--- src/design/vst_pkg.sv ---
// Shared constants and codes for the value set table.
package vst_pkg;

    localparam int ACTION_W     = 2;
    localparam int VALUE_W      = 32;
    localparam int STATUS_W     = 2;
    localparam int FIELD_W      = 5;
    localparam int CAPACITY_DEF = 16;

    localparam logic [ACTION_W-1:0] ACT_QUERY  = 2'd0;
    localparam logic [ACTION_W-1:0] ACT_INSERT = 2'd1;
    localparam logic [ACTION_W-1:0] ACT_DELETE = 2'd2;

    localparam logic [STATUS_W-1:0] ST_CHANGED  = 2'd0;
    localparam logic [STATUS_W-1:0] ST_NOCHANGE = 2'd1;
    localparam logic [STATUS_W-1:0] ST_FULL     = 2'd2;

endpackage

--- src/design/vst_ifs.sv ---
// Request and response channel interfaces of the value set table.
interface vst_req_if;
    logic                                valid;
    logic                                ready;
    logic [vst_pkg::ACTION_W-1:0]        action;
    logic signed [vst_pkg::VALUE_W-1:0]  value;

    modport source (output valid, action, value, input ready);
    modport sink   (input valid, action, value, output ready);
endinterface

interface vst_rsp_if;
    logic                          valid;
    logic                          ready;
    logic [vst_pkg::STATUS_W-1:0]  status;
    logic                          found;
    logic [vst_pkg::FIELD_W-1:0]   position;
    logic [vst_pkg::FIELD_W-1:0]   count;

    modport source (output valid, status, found, position, count, input ready);
    modport sink   (input valid, status, found, position, count, output ready);
endinterface

--- src/design/vst_mem.sv ---
// Element store: one write port and one registered read port.
module vst_mem #(
    parameter int DEPTH = vst_pkg::CAPACITY_DEF,
    parameter int AW    = $clog2(DEPTH)
) (
    input  logic                         i_clk,
    input  logic                         i_rd_en,
    input  logic [AW-1:0]                i_rd_addr,
    output logic [vst_pkg::VALUE_W-1:0]  o_rd_data,
    input  logic                         i_wr_en,
    input  logic [AW-1:0]                i_wr_addr,
    input  logic [vst_pkg::VALUE_W-1:0]  i_wr_data
);
    import vst_pkg::*;

    logic [VALUE_W-1:0] r_mem [DEPTH];
    logic [VALUE_W-1:0] r_rd_data;

    always_ff @(posedge i_clk) begin
        if (i_wr_en) begin
            r_mem[i_wr_addr] <= i_wr_data;
        end
        if (i_rd_en) begin
            r_rd_data <= r_mem[i_rd_addr];
        end
    end

    assign o_rd_data = r_rd_data;

endmodule

--- src/design/vst_ctrl.sv ---
// Sequencer: scans the store, appends, shifts down on delete, holds the response register.
module vst_ctrl #(
    parameter int CAPACITY = vst_pkg::CAPACITY_DEF,
    parameter int AW       = $clog2(CAPACITY),
    parameter int CW       = $clog2(CAPACITY + 1)
) (
    input  logic                         i_clk,
    input  logic                         i_rst_n,
    vst_req_if.sink                      i_req,
    vst_rsp_if.source                    o_rsp,
    output logic                         o_rd_en,
    output logic [AW-1:0]                o_rd_addr,
    input  logic [vst_pkg::VALUE_W-1:0]  i_rd_data,
    output logic                         o_wr_en,
    output logic [AW-1:0]                o_wr_addr,
    output logic [vst_pkg::VALUE_W-1:0]  o_wr_data
);
    import vst_pkg::*;

    localparam int XW = (CW > FIELD_W) ? CW : FIELD_W;

    typedef enum logic [1:0] {S_IDLE, S_SEARCH, S_SHIFT, S_FIN} t_state;

    t_state                r_state, n_state;
    logic [ACTION_W-1:0]   r_act, n_act;
    logic [VALUE_W-1:0]    r_val, n_val;
    logic [CW-1:0]         r_idx, n_idx;
    logic                  r_pend, n_pend;
    logic [CW-1:0]         r_pend_idx, n_pend_idx;
    logic [CW-1:0]         r_count, n_count;
    logic                  r_hit, n_hit;
    logic [CW-1:0]         r_pos, n_pos;
    logic [STATUS_W-1:0]   r_status, n_status;
    logic                  r_out_valid, n_out_valid;
    logic [STATUS_W-1:0]   r_out_status, n_out_status;
    logic                  r_out_found, n_out_found;
    logic [FIELD_W-1:0]    r_out_pos, n_out_pos;
    logic [FIELD_W-1:0]    r_out_cnt, n_out_cnt;

    logic                  w_rd_issue;
    logic                  w_match;
    logic                  w_last;
    logic [CW-1:0]         w_shift_dst;
    logic [XW-1:0]         w_pos_x;
    logic [XW-1:0]         w_cnt_x;

    assign w_rd_issue  = ((r_state == S_SEARCH) || (r_state == S_SHIFT)) && (r_idx < r_count);
    assign w_match     = r_pend && (i_rd_data == r_val);
    assign w_last      = r_pend && ((r_pend_idx + CW'(1)) == r_count);
    assign w_shift_dst = r_pend_idx - CW'(1);
    assign w_pos_x     = XW'(r_pos);
    assign w_cnt_x     = XW'(r_count);

    assign o_rd_en   = w_rd_issue;
    assign o_rd_addr = r_idx[AW-1:0];

    always_comb begin
        n_state      = r_state;
        n_act        = r_act;
        n_val        = r_val;
        n_idx        = r_idx;
        n_pend       = 1'b0;
        n_pend_idx   = r_idx;
        n_count      = r_count;
        n_hit        = r_hit;
        n_pos        = r_pos;
        n_status     = r_status;
        n_out_valid  = r_out_valid && !o_rsp.ready;
        n_out_status = r_out_status;
        n_out_found  = r_out_found;
        n_out_pos    = r_out_pos;
        n_out_cnt    = r_out_cnt;
        o_wr_en      = 1'b0;
        o_wr_addr    = w_shift_dst[AW-1:0];
        o_wr_data    = i_rd_data;

        if (w_rd_issue) begin
            n_idx  = r_idx + CW'(1);
            n_pend = 1'b1;
        end

        case (r_state)
            S_IDLE: begin
                if (i_req.valid) begin
                    n_act   = i_req.action;
                    n_val   = i_req.value;
                    n_idx   = '0;
                    n_state = S_SEARCH;
                end
            end
            S_SEARCH: begin
                if (w_match) begin
                    n_hit = 1'b1;
                    n_pos = r_pend_idx;
                    if (r_act == ACT_DELETE) begin
                        n_status = ST_CHANGED;
                        n_pend   = 1'b0;
                        if (w_last) begin
                            n_count = r_count - CW'(1);
                            n_state = S_FIN;
                        end else begin
                            n_idx   = r_pend_idx + CW'(1);
                            n_state = S_SHIFT;
                        end
                    end else begin
                        n_status = ST_NOCHANGE;
                        n_state  = S_FIN;
                    end
                end else if ((r_count == '0) || w_last) begin
                    n_hit    = 1'b0;
                    n_pos    = r_count;
                    n_status = ST_NOCHANGE;
                    n_state  = S_FIN;
                    if (r_act == ACT_INSERT) begin
                        if (r_count < CW'(CAPACITY)) begin
                            o_wr_en   = 1'b1;
                            o_wr_addr = r_count[AW-1:0];
                            o_wr_data = r_val;
                            n_count   = r_count + CW'(1);
                            n_status  = ST_CHANGED;
                        end else begin
                            n_status = ST_FULL;
                        end
                    end
                end
            end
            S_SHIFT: begin
                if (r_pend) begin
                    o_wr_en = 1'b1;
                end
                if (w_last) begin
                    n_count = r_count - CW'(1);
                    n_state = S_FIN;
                end
            end
            S_FIN: begin
                if (!r_out_valid || o_rsp.ready) begin
                    n_out_valid  = 1'b1;
                    n_out_status = r_status;
                    n_out_found  = r_hit;
                    n_out_pos    = w_pos_x[FIELD_W-1:0];
                    n_out_cnt    = w_cnt_x[FIELD_W-1:0];
                    n_state      = S_IDLE;
                end
            end
            default: begin
                n_state = S_IDLE;
            end
        endcase
    end

    always_ff @(posedge i_clk) begin
        if (!i_rst_n) begin
            r_state     <= S_IDLE;
            r_pend      <= 1'b0;
            r_count     <= '0;
            r_out_valid <= 1'b0;
        end else begin
            r_state     <= n_state;
            r_pend      <= n_pend;
            r_count     <= n_count;
            r_out_valid <= n_out_valid;
        end
        r_act        <= n_act;
        r_val        <= n_val;
        r_idx        <= n_idx;
        r_pend_idx   <= n_pend_idx;
        r_hit        <= n_hit;
        r_pos        <= n_pos;
        r_status     <= n_status;
        r_out_status <= n_out_status;
        r_out_found  <= n_out_found;
        r_out_pos    <= n_out_pos;
        r_out_cnt    <= n_out_cnt;
    end

    assign i_req.ready    = (r_state == S_IDLE);
    assign o_rsp.valid    = r_out_valid;
    assign o_rsp.status   = r_out_status;
    assign o_rsp.found    = r_out_found;
    assign o_rsp.position = r_out_pos;
    assign o_rsp.count    = r_out_cnt;

`ifndef SYNTHESIS
    a_count_bound: assert property (@(posedge i_clk) disable iff (!i_rst_n)
        r_count <= CW'(CAPACITY))
        else $error("Element count exceeds capacity.");

    a_write_in_range: assert property (@(posedge i_clk) disable iff (!i_rst_n)
        o_wr_en |-> (CW'(o_wr_addr) <= r_count))
        else $error("Store write lands beyond the end of the table.");

    a_count_step: assert property (@(posedge i_clk) disable iff (!i_rst_n)
        (r_count != $past(r_count)) |->
            ((r_count == $past(r_count) + CW'(1)) || (r_count == $past(r_count) - CW'(1))))
        else $error("Element count moved by more than one.");

    a_busy_after_accept: assert property (@(posedge i_clk) disable iff (!i_rst_n)
        (i_req.valid && i_req.ready) |=> !i_req.ready)
        else $error("Request accepted while a transaction is still in progress.");

    a_shift_needs_hit: assert property (@(posedge i_clk) disable iff (!i_rst_n)
        (r_state == S_SHIFT) |-> (r_hit && (r_act == ACT_DELETE)))
        else $error("Shift running without a matched delete.");
`endif

endmodule

--- src/design/value_set_table_core.sv ---
// Top level of the value set table: sequencer plus element store.
//
// The block keeps up to CAPACITY distinct 32-bit values and serves one
// transaction at a time. A request scans the store from entry 0 at one entry
// per cycle through the single read port; a delete that hits entry pos then
// moves the later entries down. The response sits in an output register, so
// the next request is taken while a response still waits. Position and count
// carry their low five bits. The store needs no clearing after reset.
module value_set_table_core #(
    parameter int CAPACITY = vst_pkg::CAPACITY_DEF
) (
    input  logic        i_clk,
    input  logic        i_rst_n,
    vst_req_if.sink     i_req,
    vst_rsp_if.source   o_rsp
);
    import vst_pkg::*;

    localparam int AW = (CAPACITY > 1) ? $clog2(CAPACITY) : 1;
    localparam int CW = $clog2(CAPACITY + 1);

    logic                rd_en;
    logic [AW-1:0]       rd_addr;
    logic [VALUE_W-1:0]  rd_data;
    logic                wr_en;
    logic [AW-1:0]       wr_addr;
    logic [VALUE_W-1:0]  wr_data;

    vst_ctrl #(
        .CAPACITY (CAPACITY),
        .AW       (AW),
        .CW       (CW)
    ) u_ctrl (
        .i_clk     (i_clk),
        .i_rst_n   (i_rst_n),
        .i_req     (i_req),
        .o_rsp     (o_rsp),
        .o_rd_en   (rd_en),
        .o_rd_addr (rd_addr),
        .i_rd_data (rd_data),
        .o_wr_en   (wr_en),
        .o_wr_addr (wr_addr),
        .o_wr_data (wr_data)
    );

    vst_mem #(
        .DEPTH (CAPACITY),
        .AW    (AW)
    ) u_mem (
        .i_clk     (i_clk),
        .i_rd_en   (rd_en),
        .i_rd_addr (rd_addr),
        .o_rd_data (rd_data),
        .i_wr_en   (wr_en),
        .i_wr_addr (wr_addr),
        .i_wr_data (wr_data)
    );

endmodule

--- src/flat_wrapper.sv ---
// flat-port wrapper written by rule: the top's interface ports become plain ports
module value_set_table_core_flat import vst_pkg::*;
#(
    parameter int CAPACITY = vst_pkg::CAPACITY_DEF
)
  (i_clk, i_rst_n, i_req_valid, i_req_action, i_req_value, i_req_ready, o_rsp_valid, o_rsp_status, o_rsp_found, o_rsp_position, o_rsp_count, o_rsp_ready);
  vst_req_if i_req_i ();
  vst_rsp_if o_rsp_i ();
  input  logic i_clk;
  input  logic i_rst_n;
  input wire logic [$bits(i_req_i.valid)-1:0] i_req_valid;
  input wire logic [$bits(i_req_i.action)-1:0] i_req_action;
  input wire logic [$bits(i_req_i.value)-1:0] i_req_value;
  output wire logic [$bits(i_req_i.ready)-1:0] i_req_ready;
  output wire logic [$bits(o_rsp_i.valid)-1:0] o_rsp_valid;
  output wire logic [$bits(o_rsp_i.status)-1:0] o_rsp_status;
  output wire logic [$bits(o_rsp_i.found)-1:0] o_rsp_found;
  output wire logic [$bits(o_rsp_i.position)-1:0] o_rsp_position;
  output wire logic [$bits(o_rsp_i.count)-1:0] o_rsp_count;
  input wire logic [$bits(o_rsp_i.ready)-1:0] o_rsp_ready;
  assign i_req_i.valid = i_req_valid;
  assign i_req_i.action = i_req_action;
  assign i_req_i.value = i_req_value;
  assign i_req_ready = i_req_i.ready;
  assign o_rsp_valid = o_rsp_i.valid;
  assign o_rsp_status = o_rsp_i.status;
  assign o_rsp_found = o_rsp_i.found;
  assign o_rsp_position = o_rsp_i.position;
  assign o_rsp_count = o_rsp_i.count;
  assign o_rsp_i.ready = o_rsp_ready;
  value_set_table_core #(.CAPACITY(CAPACITY)) u_core (.i_clk(i_clk), .i_rst_n(i_rst_n), .i_req(i_req_i), .o_rsp(o_rsp_i));
endmodule
--- config.mk ---
export PLATFORM = sky130hd
export DESIGN_NAME = value_set_table_core_flat
export DESIGN_NICKNAME = d
export VERILOG_FILES = /design/src/design/vst_pkg.sv /design/src/design/vst_ifs.sv /design/src/design/vst_mem.sv /design/src/design/vst_ctrl.sv /design/src/design/value_set_table_core.sv /design/src/flat_wrapper.sv
export SDC_FILE = /design/constraint.sdc
export NUM_CORES = 1
export LEC_CHECK = 0
export BUFFER_PORTS_ARGS = -buffer_cell sky130_fd_sc_hd__buf_2
export CAP_MARGIN = 20
export CORE_ASPECT_RATIO = 1.5
export CORE_MARGIN = 3
export CORE_UTILIZATION = 35
export DETAILED_ROUTE_END_ITERATION = 7
export RECOVER_POWER = 100
export SYNTH_ARGS = -nofsm -noshare
export SYNTH_HDL_FRONTEND = slang
export SYNTH_SLANG_ARGS = --single-unit
--- constraint.sdc ---
create_clock -name i_clk -period 13.8 [get_ports i_clk]
set_input_delay 0.69 -clock i_clk [delete_from_list [all_inputs] [get_ports i_clk]]
set_output_delay 0.69 -clock i_clk [all_outputs]
set_load 0.05 [all_outputs]
==> results of run 1 <==
==> Yosys cell counts, types with 3 or more instances <==
cell / n / area share, %
and3_1: 7 / 0.18
mux2_2: 4 / 0.18
buf_6: 5 / 0.23
buf_1: 17 / 0.26
nor2b_1: 5 / 0.13
o21ai_0: 26 / 0.53
xor2_1: 7 / 0.25
edfxtp_1: 599 / 73
a21oi_1: 3 / 0.061
ha_1: 13 / 0.66
nand4_1: 10 / 0.26
nand2b_1: 5 / 0.13
o211ai_1: 3 / 0.092
nor4_1: 3 / 0.077
nor3_1: 12 / 0.25
nor2_1: 13 / 0.20
clkbuf_1: 30 / 0.46
o22ai_1: 5 / 0.13
nand2_1: 32 / 0.49
mux4_2: 160 / 15
inv_1: 17 / 0.26
dfxtp_1: 19 / 1.6
mux2i_1: 10 / 0.41
mux2_4: 28 / 1.7
xnor2_1: 37 / 1.3
buf_2: 4 / 0.082
nand3_1: 34 / 0.70
==> layout make-up <==
| type | instances | share of cell area (%) |
|---|---|---|
| Multi-Input combinational cell | 448 | 20.90 |
| Clock inverter | 36 | 1.764 |
| Sequential cell | 618 | 66.73 |
| Tap cell | 900 | 4.091 |
| Clock buffer | 65 | 5.136 |
| Inverter | 17 | 0.2318 |
| Timing Repair Buffer | 78 | 1.141 |
==> kinds of logic (layout without fill, tap and decap cells) <==
logic type | Yosys count | count (layout) | synth area share (%)
buffers and inverters | 74 | 196 | 1.314
and+or+nand+nor | 132 | 132 | 2.781
DFF | 618 | 618 | 75.05
muxes | 202 | 202 | 17.03
xor gates and xnor gates | 46 | 46 | 1.733
AOI/OAI and AO/OA | 55 | 55 | 1.421
adders and majority gates | 13 | 13 | 0.6646
==> metrics by stage <==
step                      instances  util [%]
final                          2162     39.84
after global routing           2162     39.84
after CTS                      2161     40.55
after detailed placement       2060     37.80
after global placement         2053     37.53
after floorplan                1140         -
==> where the power goes <==
part	internal (uW)	switching [uW]
logic	253	487
registers	2310	68.0
clock network	957	665
total	3520	1220
==> path summary, 6_finish.rpt <==
check	from	slack, ns	end	depth (start not counted)
setup / recovery	u_core.u_ctrl.r_val[24]	5.20	u_core.u_mem.r_mem[2][0]	8
hold / removal	i_req_value[7]	0.27	u_core.u_ctrl.r_val[7]	1
setup reg to reg	u_core.u_ctrl.r_val[24]	5.20	u_core.u_mem.r_mem[2][0]	8
hold reg to reg	u_core.u_ctrl.n_pend_idx[4]	0.40	u_core.u_ctrl.r_pend_idx[4]	0
==> cells in the final DEF, fill, tap and decap left out, drive strengths merged, types with 3 or more instances in the layout <==
master / synthesis / final
edfxtp: 599 / 599
mux4: 160 / 160
clkbuf: 31 / 130
xnor2: 38 / 38
nand3: 34 / 34
nand2: 32 / 32
mux2: 32 / 32
o21ai: 27 / 27
inv: 17 / 22
dfxtp: 19 / 19
clkinv: 0 / 18
nor2: 13 / 13
ha: 13 / 13
buf: 26 / 13
nor3: 12 / 12
bufinv: 0 / 12
nand4: 10 / 10
mux2i: 10 / 10
and3: 8 / 8
xor2: 7 / 7
nand2b: 5 / 5
nor2b: 5 / 5
o22ai: 5 / 5
nor4: 3 / 3
a21oi: 3 / 3
o211ai: 3 / 3
==> sequential cells by signal, indices dropped and copies added (netlist names), 2 cells and up <==
| name | flops |
|---|---|
| u_core.u_ctrl.r_pos | 5 |
| u_core.u_mem.o_rd_data | 32 |
| u_core.u_ctrl.r_status | 2 |
| u_core.u_ctrl.n_pend_idx | 5 |
| u_core.u_ctrl.o_rsp.status | 2 |
| u_core.u_ctrl.o_rsp.count | 5 |
| u_core.u_ctrl.r_act | 2 |
| u_core.u_ctrl.r_state | 2 |
| u_core.u_ctrl.r_count | 5 |
| u_core.u_ctrl.r_val | 32 |
| u_core.u_mem.r_mem | 512 |
| u_core.u_ctrl.o_rsp.position | 5 |
| u_core.u_ctrl.r_pend_idx | 5 |
==> per-layer routing <==
layer / up-vias / part of all wire, % / track usage, %
li1: 4885 / - / -
met1: 6104 / 43 / 20.15
met2: 356 / 48 / 23.15
met3: 98 / 5.5 / 1.947
met4: 0 / 3.9 / 5.859
met5: - / 0 / 0
==> results.yml, run 1 <==
sta:
  grt_setup_unrepaired: "false"
  setup_viol: 0
  tightest_slew_ns: 4.041
  min_period_ns: 8.604
  hold_slack_ns: 0.2713
  setup_ws_ns: 5.196
  slew_violations: 674
  setup_tns_ns: 0
  hold_viol_final: 0
  max_freq_mhz: 116.2
  fin_skew_ns: 0.01989
  period_share_pct: 62.34
  relSlewSlack_pct: -169.4
grt:
  grt_pass1_wl_um: 78960
  grt_max_degree: 64
  grt_usage_pct: 14.45
  grt_antenna_before_repair: 4
  grt-ovfl-total: 0
  grt_pass1_vias: 11840
status:
  violations: "max-capacitance violations, max-slew violations"
  outcome: "finished with violations"
placed_design:
  post-place-ws_ns: 8.673
  gp_congestion: 0.8725
  place_area_um2: 26120
  portBuffers: 52
  hpwl_um: 35280
cts:
  clk_latency_ns: 0.60
  cts_root_buf: "clkbuf_16"
  cts_hold_buf: 0
  clkTransAtPathRegs_ns: 0.07
  cts_tree: "yes"
  clock-sinks: 618
  cts_max_level: 2
  cts_inserted_buffers: 55
  post-cts-setup-buffer-count: 0
  cts_resized: 0
  clock_path_buffers: 3
yosys:
  ys_ff_latch: 618
  syn_area_per_cell_um2: 21.47
  yosys_most_used_dff: "edfxtp_1"
  synth_edf_count: 599
  synth_warnings: 0
  async_reset_ff_share_pct: 0
  yosysSeqAreaShare_pct: 75.05
  syn_nets: 1191
  syn_area_um2: 24470
  ys_types: 53
  syn_inst: 1140
setup_path:
  worstPathRequired_ns: 13.98
  worstSetupEndpointType: "flop"
  path_class: "reg -> reg"
  crit_fanout: 45
  crit_family: "buffers and inverters"
  crit_path_frequent_cell: "clkbuf_1"
  crit_buf_inv: 2
  crit_chain: "xnor2_1 -> nand4_1 -> nor4_1 -> and3_1 -> or4b_1 -> clkbuf_1 -> o21ai_0 -> clkbuf_1"
  crit_arrival_ns: 8.78
  slowest_delay_ns: 1.92
  cp_slowest_cell: "o21ai_0"
  start_kind: "flop"
drt:
  detail_route.wl_per_cell_um: 24.66
  num_vias: 11440
  wl_um: 53320
  drt_first_iter_violations: 1063
  firstDrtPassIters: 5
  vias_per_cell: 5.293
  ant_nets: 0
  drc: 0
cells_and_area:
  final_area_um2: 27530
  areaGrowthSynthToFinish_pct: 12.47
  multi_input_area_um2: 5754
  antenna_cells: 0
  seq_area_um2: 18370
  drive_gt1_share_pct: 20.92
  fillCellCount: 6146
  fin_nets: 1269
floorplan:
  fp.coreArea_um2: 69100
  die_x_um: 221.9
  row_count: 118
  start_util_pct: 35.42
  die_h_um: 329.9
  die_area_um2: 73200
  io_pins: 53
worst_hold_path:
  hp-class: "in -> reg"
job:
  drv_cap: 23
power:
  p_leak_uw: 0.008204
  peakVddDrop_mv: 0.1048
  p_total_uw: 4737
  power.density_nw_per_um2: 172.1
No activity file was read; power rests on OpenSTA's default activity.
==> run 2, diff against run 1 <==
==> constraint.sdc (replaced) <==
create_clock -name i_clk -period 7.6 [get_ports i_clk]
set_input_delay 0.38 -clock i_clk [delete_from_list [all_inputs] [get_ports i_clk]]
set_output_delay 0.38 -clock i_clk [all_outputs]
set_load 0.05 [all_outputs]
==> results.yml, run 2 (synthesis gave the netlist of run 1 again) <==
status:
  outcome: "finished with violations"
  violations: "max-capacitance violations, max-slew violations"
sta:
  grt_setup_unrepaired: "false"
  tightest_slew_ns: 3.779
  slew_violations: 359
  min_period_ns: 5.849
  relSlewSlack_pct: -151.9
  max_freq_mhz: 171.0
  hold_viol_final: 0
  setup_viol: 0
  setup_tns_ns: 0
  fin_skew_ns: 0.01164
  period_share_pct: 76.96
floorplan:
  io_pins: 53
  fp.coreArea_um2: 69100
  row_count: 118
  die_area_um2: 73200
  die_h_um: 329.9
  die_x_um: 221.9
  start_util_pct: 35.42
grt:
  grt_pass1_vias: 11860
  grt_max_degree: 59
  grt_pass1_wl_um: 82200
  grt-ovfl-total: 0
  grt_usage_pct: 15.23
  grt_antenna_before_repair: 5
cells_and_area:
  areaGrowthSynthToFinish_pct: 12.56
  largest_reg_flops: 512
  drive_gt1_share_pct: 22.42
  final_cells: 2167
  final_cell_mix: "599 x edfxtp_1, 160 x mux4_2, 61 x clkbuf_1, 57 x clkbuf_16, 37 x xnor2_1"
  regMostFlops: "u_core.u_mem.r_mem"
  antenna_cells: 0
  fillCellCount: 6152
  fin_nets: 1274
  final_common_cell: "edfxtp_1"
setup_path:
  r2r-end: "u_core.u_mem.o_rd_data[1]"
  crit_chain: "clkbuf_1 -> mux4_2 -> mux4_2"
  cp_slowest_cell: "clkbuf_1"
  start_kind: "flop"
  endpoint: "u_core.u_mem.o_rd_data[1]"
  worst-r2r-cell-count: 3
  crit_family: "buffers and inverters"
  crit_buf_inv: 1
  critPathLaunch: "u_core.u_ctrl.n_pend_idx[1]"
  crit_fanout: 58
  worstPathRequired_ns: 7.90
  slowest_delay_ns: 2.76
  worstSetupEndpointType: "flop"
  cp_num_cells: 3
  crit_path_frequent_cell: "mux4_2"
  path_class: "reg -> reg"
  crit_arrival_ns: 6.15
  r2r_slack_ns: 1.75
  r2r-start: "u_core.u_ctrl.n_pend_idx[1]"
cts:
  cts_max_level: 2
  cts_inserted_buffers: 55
  clock-sinks: 618
  clock_path_buffers: 3
  clk_latency_ns: 0.59
  post-cts-setup-buffer-count: 0
  clkTransAtPathRegs_ns: 0.07
  cts_root_buf: "clkbuf_16"
  cts_tree: "yes"
  cts_resized: 0
drt:
  vias_per_cell: 5.229
  ant_nets: 0
  wl_um: 55620
  drc: 0
  detail_route.wl_per_cell_um: 25.67
  drt_first_iter_violations: 1076
  firstDrtPassIters: 5
  num_vias: 11330
power:
  p_leak_uw: 0.008236
  power.density_nw_per_um2: 304.0
  p_total_uw: 8375
  peakVddDrop_mv: 0.2006
placed_design:
  portBuffers: 52
  hpwl_um: 32940
  gp_congestion: 0.8292
  dp.cells: 2059
job:
  drv_cap: 11
worst_hold_path:
  hp-class: "in -> reg"
[run 2: cell types whose count changed in the layout (fill, tap and decap cells not counted), moves of 5 or more]
cell and delta:
dlygate4sd3_1 +7, bufinv_16 -6, clkbuf_2 +12, clkbuf_1 -14, o21ai_4 +5, clkinv_2 +7
[run 2: worst register-to-register path, delay by kind of cell, from the launching register on]
kind                   cells  cell delay (ns)
flip-flops                 1             1.65
multiplexers               2             1.15
buffers and inverters      1             2.77
[run 2: what timing repair did]
| action | CTS | global route |
|---|---|---|
| hold buffers | 7 | 0 |
| endpoints found under the hold margin | 7 | 0 |
| endpoints found under the setup margin | 0 | 0 |
[run 2: per-stage QoR]
step | util [%] | hold WS, ns | worst slack (ns) | cell area (um^2)
finish | 39.87 | 0.07735 | 1.751 | 27550
global route | 39.87 | 0.08020 | 1.366 | 27550
CTS | 40.28 | 0.003753 | 2.799 | 27830
detailed placement | 37.59 | 0.3811 | 2.835 | 25970
global placement | 37.59 | 0.3758 | 2.923 | 25970
floorplan | - | 0.3529 | 2.486 | 24470
[run 2: how the worst min path moves through the flow]
stage	startpoint	to	slack, ns	cells after the start
6_report	i_req_value[3]	u_core.u_ctrl.r_val[3]	0.08	1
5_1_grt	i_req_value[3]	u_core.u_ctrl.r_val[3]	0.08	1
4_1_cts	i_req_value[28]	u_core.u_ctrl.r_val[28]	0.004	1
3_5_place_dp	u_core.u_ctrl.n_pend_idx[4]	u_core.u_ctrl.r_pend_idx[4]	0.38	0
3_3_place_gp	u_core.u_ctrl.n_pend_idx[4]	u_core.u_ctrl.r_pend_idx[4]	0.38	0
2_1_floorplan	u_core.u_ctrl.n_pend_idx[2]	u_core.u_ctrl.r_pend_idx[2]	0.35	0
[run 2: per-layer routing]
layer | track usage (%) | routed length (um)
met1 | 18.50 | 21240
met2 | 27.92 | 30270
met3 | 2.089 | 2413
met4 | 5.205 | 1690
met5 | 0 | 0
[run 2: final cells by class]
cell class | count | area [um^2] | area share (%)
inverter | 17 | 63.81 | 0.2316
multi-input combinational | 448 | 5802 | 21.06
tap | 900 | 1126 | 4.088
clock buffer | 67 | 1464 | 5.314
clock inverter | 34 | 321.6 | 1.167
timing repair buffer | 83 | 396.6 | 1.440
sequential | 618 | 18370 | 66.70
[run 2: power by group]
| part | leakage [uW] | switching, uW | internal [uW] |
|---|---|---|---|
| sequential | 0.00556 | 122 | 4190 |
| combinational | 0.00180 | 820 | 455 |
| clock | 0.000872 | 1220 | 1570 |
| total | 0.00824 | 2160 | 6220 |
==> run 3, diff against run 2 <==
==> constraint.sdc (replaced) <==
create_clock -name i_clk -period 5.4 [get_ports i_clk]
set_input_delay 0.27 -clock i_clk [delete_from_list [all_inputs] [get_ports i_clk]]
set_output_delay 0.27 -clock i_clk [all_outputs]
set_load 0.05 [all_outputs]
==> results.yml, run 3 (synthesis gave the netlist of run 1 again) <==
cts:
  clock_path_buffers: 3
  cts_tree: "yes"
  clock-sinks: 618
  cts_inserted_buffers: 54
  post-cts-setup-buffer-count: 0
  clkTransAtPathRegs_ns: 0.07
  clk_latency_ns: 0.60
  cts_root_buf: "clkbuf_16"
  cts_max_level: 2
setup_path:
  crit_fanout: 39
  crit_arrival_ns: 4.91
  r2r_slack_ns: 0.72
  r2r-end: "u_core.u_mem.r_mem[0][5]"
  crit_buf_inv: 2
  worstPathRequired_ns: 5.64
  crit_chain: "xnor2_1 -> nand4_1 -> nor3_1 -> and3_1 -> buf_4 -> or4b_4 -> clkbuf_1 -> mux2_1"
  start_kind: "flop"
  slowest_delay_ns: 0.85
  critPathLaunch: "u_core.u_ctrl.r_val[22]"
  worstSetupEndpointType: "flop"
  r2r-start: "u_core.u_ctrl.r_val[22]"
  worst-r2r-cell-count: 8
  cp_slowest_cell: "clkbuf_1"
  path_class: "reg -> reg"
  crit_family: "simple AND/OR/NAND/NOR gates"
power:
  sequentialPowerShare_pct: 49.0
  power.net_switching_uw: 3212
  power_frac_clock_pct: 35.2
  p_leak_uw: 0.008610
  power_frac_comb_pct: 15.8
  switching_share_pct: 25.95
  power.density_nw_per_um2: 437.8
  p_int_uw: 9166
  peakVddDrop_mv: 0.2621
job:
  drv_cap: 4
worst_hold_path:
  hp-class: "in -> reg"
  min_from: "i_req_valid"
  hold_depth: 4
  worstHoldEndpoint: "u_core.u_ctrl.n_pend_idx[1]"
floorplan:
  start_util_pct: 35.42
  row_count: 118
  die_x_um: 221.9
  die_area_um2: 73200
  die_h_um: 329.9
  io_pins: 53
  fp.coreArea_um2: 69100
placed_design:
  portBuffers: 52
  dp.cells: 2062
  post-place-ws_ns: 1.140
  hpwl_um: 35060
  gp_congestion: 0.8043
sta:
  slew_violations: 107
  grt_setup_unrepaired: "false"
  fin_skew_ns: 0.01828
  setup_viol: 0
  period_share_pct: 86.58
  min_period_ns: 4.675
  max_freq_mhz: 213.9
  relSlewSlack_pct: -139.9
  tightest_slew_ns: 3.599
  setup_tns_ns: 0
  hold_viol_final: 0
  setup_ws_ns: 0.7247
cells_and_area:
  final_common_cell: "edfxtp_1"
  largest_reg_flops: 512
  final_cell_mix: "599 x edfxtp_1, 160 x mux4_2, 55 x clkbuf_16, 48 x clkbuf_1, 37 x xnor2_1"
  drive_gt1_share_pct: 24.83
  regMostFlops: "u_core.u_mem.r_mem"
  areaGrowthSynthToFinish_pct: 15.51
  fin_nets: 1306
  final_cells: 2202
grt:
  grt_antenna_before_repair: 4
  grt_max_degree: 61
  grt_pass1_wl_um: 83080
  grt_usage_pct: 15.29
  grt_pass1_vias: 12050
  grt-ovfl-total: 0
drt:
  num_vias: 11700
  drt_first_iter_violations: 1106
  firstDrtPassIters: 5
  vias_per_cell: 5.312
  drc: 0
  ant_nets: 0
  wl_um: 56040
  detail_route.wl_per_cell_um: 25.45
status:
  outcome: "finished with violations"
  violations: "max-capacitance violations, max-slew violations"
==> run 3: changes by cell type in the layout (fill, tap and decap cells not counted), moves of 4 or more <==
cell / previous run / this run
buf_4: 4 / 9
bufinv_16: 6 / 14
clkinv_2: 12 / 4
dlygate4sd3_1: 7 / 36
mux2_4: 0 / 15
clkbuf_1: 61 / 48
clkinv_1: 11 / 7
mux2_1: 32 / 17
buf_2: 9 / 15
==> run 3: worst max-delay path by stage <==
stage                                       to  slack, ns  cells past startpoint
finish                u_core.u_mem.r_mem[0][5]       0.72                      8
global route          u_core.u_mem.r_mem[0][5]       0.54                      8
CTS                 u_core.u_mem.r_mem[12][22]       1.14                      9
detailed placement  u_core.u_mem.r_mem[12][22]       1.14                      9
global placement    u_core.u_mem.r_mem[12][22]       1.12                      9
floorplan            u_core.u_mem.r_mem[15][0]       0.29                     11
==> run 3: cell type report <==
| type | instances | area, um^2 |
|---|---|---|
| Tap cell | 900 | 1126 |
| Sequential cell | 618 | 18370 |
| Multi-Input combinational cell | 448 | 5896 |
| Antenna cell | 1 | 2.502 |
| Inverter | 17 | 63.81 |
| Fill cell | 6066 | 40830 |
| Timing Repair Buffer | 116 | 768.2 |
| Clock buffer | 64 | 1440 |
| Clock inverter | 38 | 600.6 |
==> run 3: metal layers <==
layer  track usage, %  wire (um)  part of all wire (%)
met4            5.637       1908                   3.4
met3            2.054       3198                   5.7
met2            25.92      28090                    50
met1            20.32      22840                    41
met5                0          0                     0
==> run 3: power groups by stage <==
stage                     clock, uW  sequential, uW  combinational [uW]
after floorplan                   0            6110                1310
after global placement            0            6190                1930
after detailed placement          0            6190                1970
after CTS                      4450            6090                2000
after global routing           4630            6090                2100
final                          4350            6070                1960
==> run 3: metrics by stage <==
step	cell area, um^2	hold slack, ns	utilization (%)	power [uW]
global route	28270	0.3549	40.91	12830
finish	28270	0.3274	40.91	12380
detailed placement	26010	0.3797	37.64	8160
global placement	26010	0.3790	37.64	8112
floorplan	24470	0.3529	-	7416
CTS	28410	0.2690	41.12	12540
==> run 3: timing repair <==
item                       4_1_cts  5_1_grt
hold buffers                    36        0
setup endpoints to repair        0        0
gates resized for setup          0        0
hold endpoints to repair        39        0
==> run 3: worst min-delay path, stage by stage <==
cell	delay [ns]
buf_2	0.11
nor2b_1	0.17
nor3_1	0.16
o22ai_1	0.15
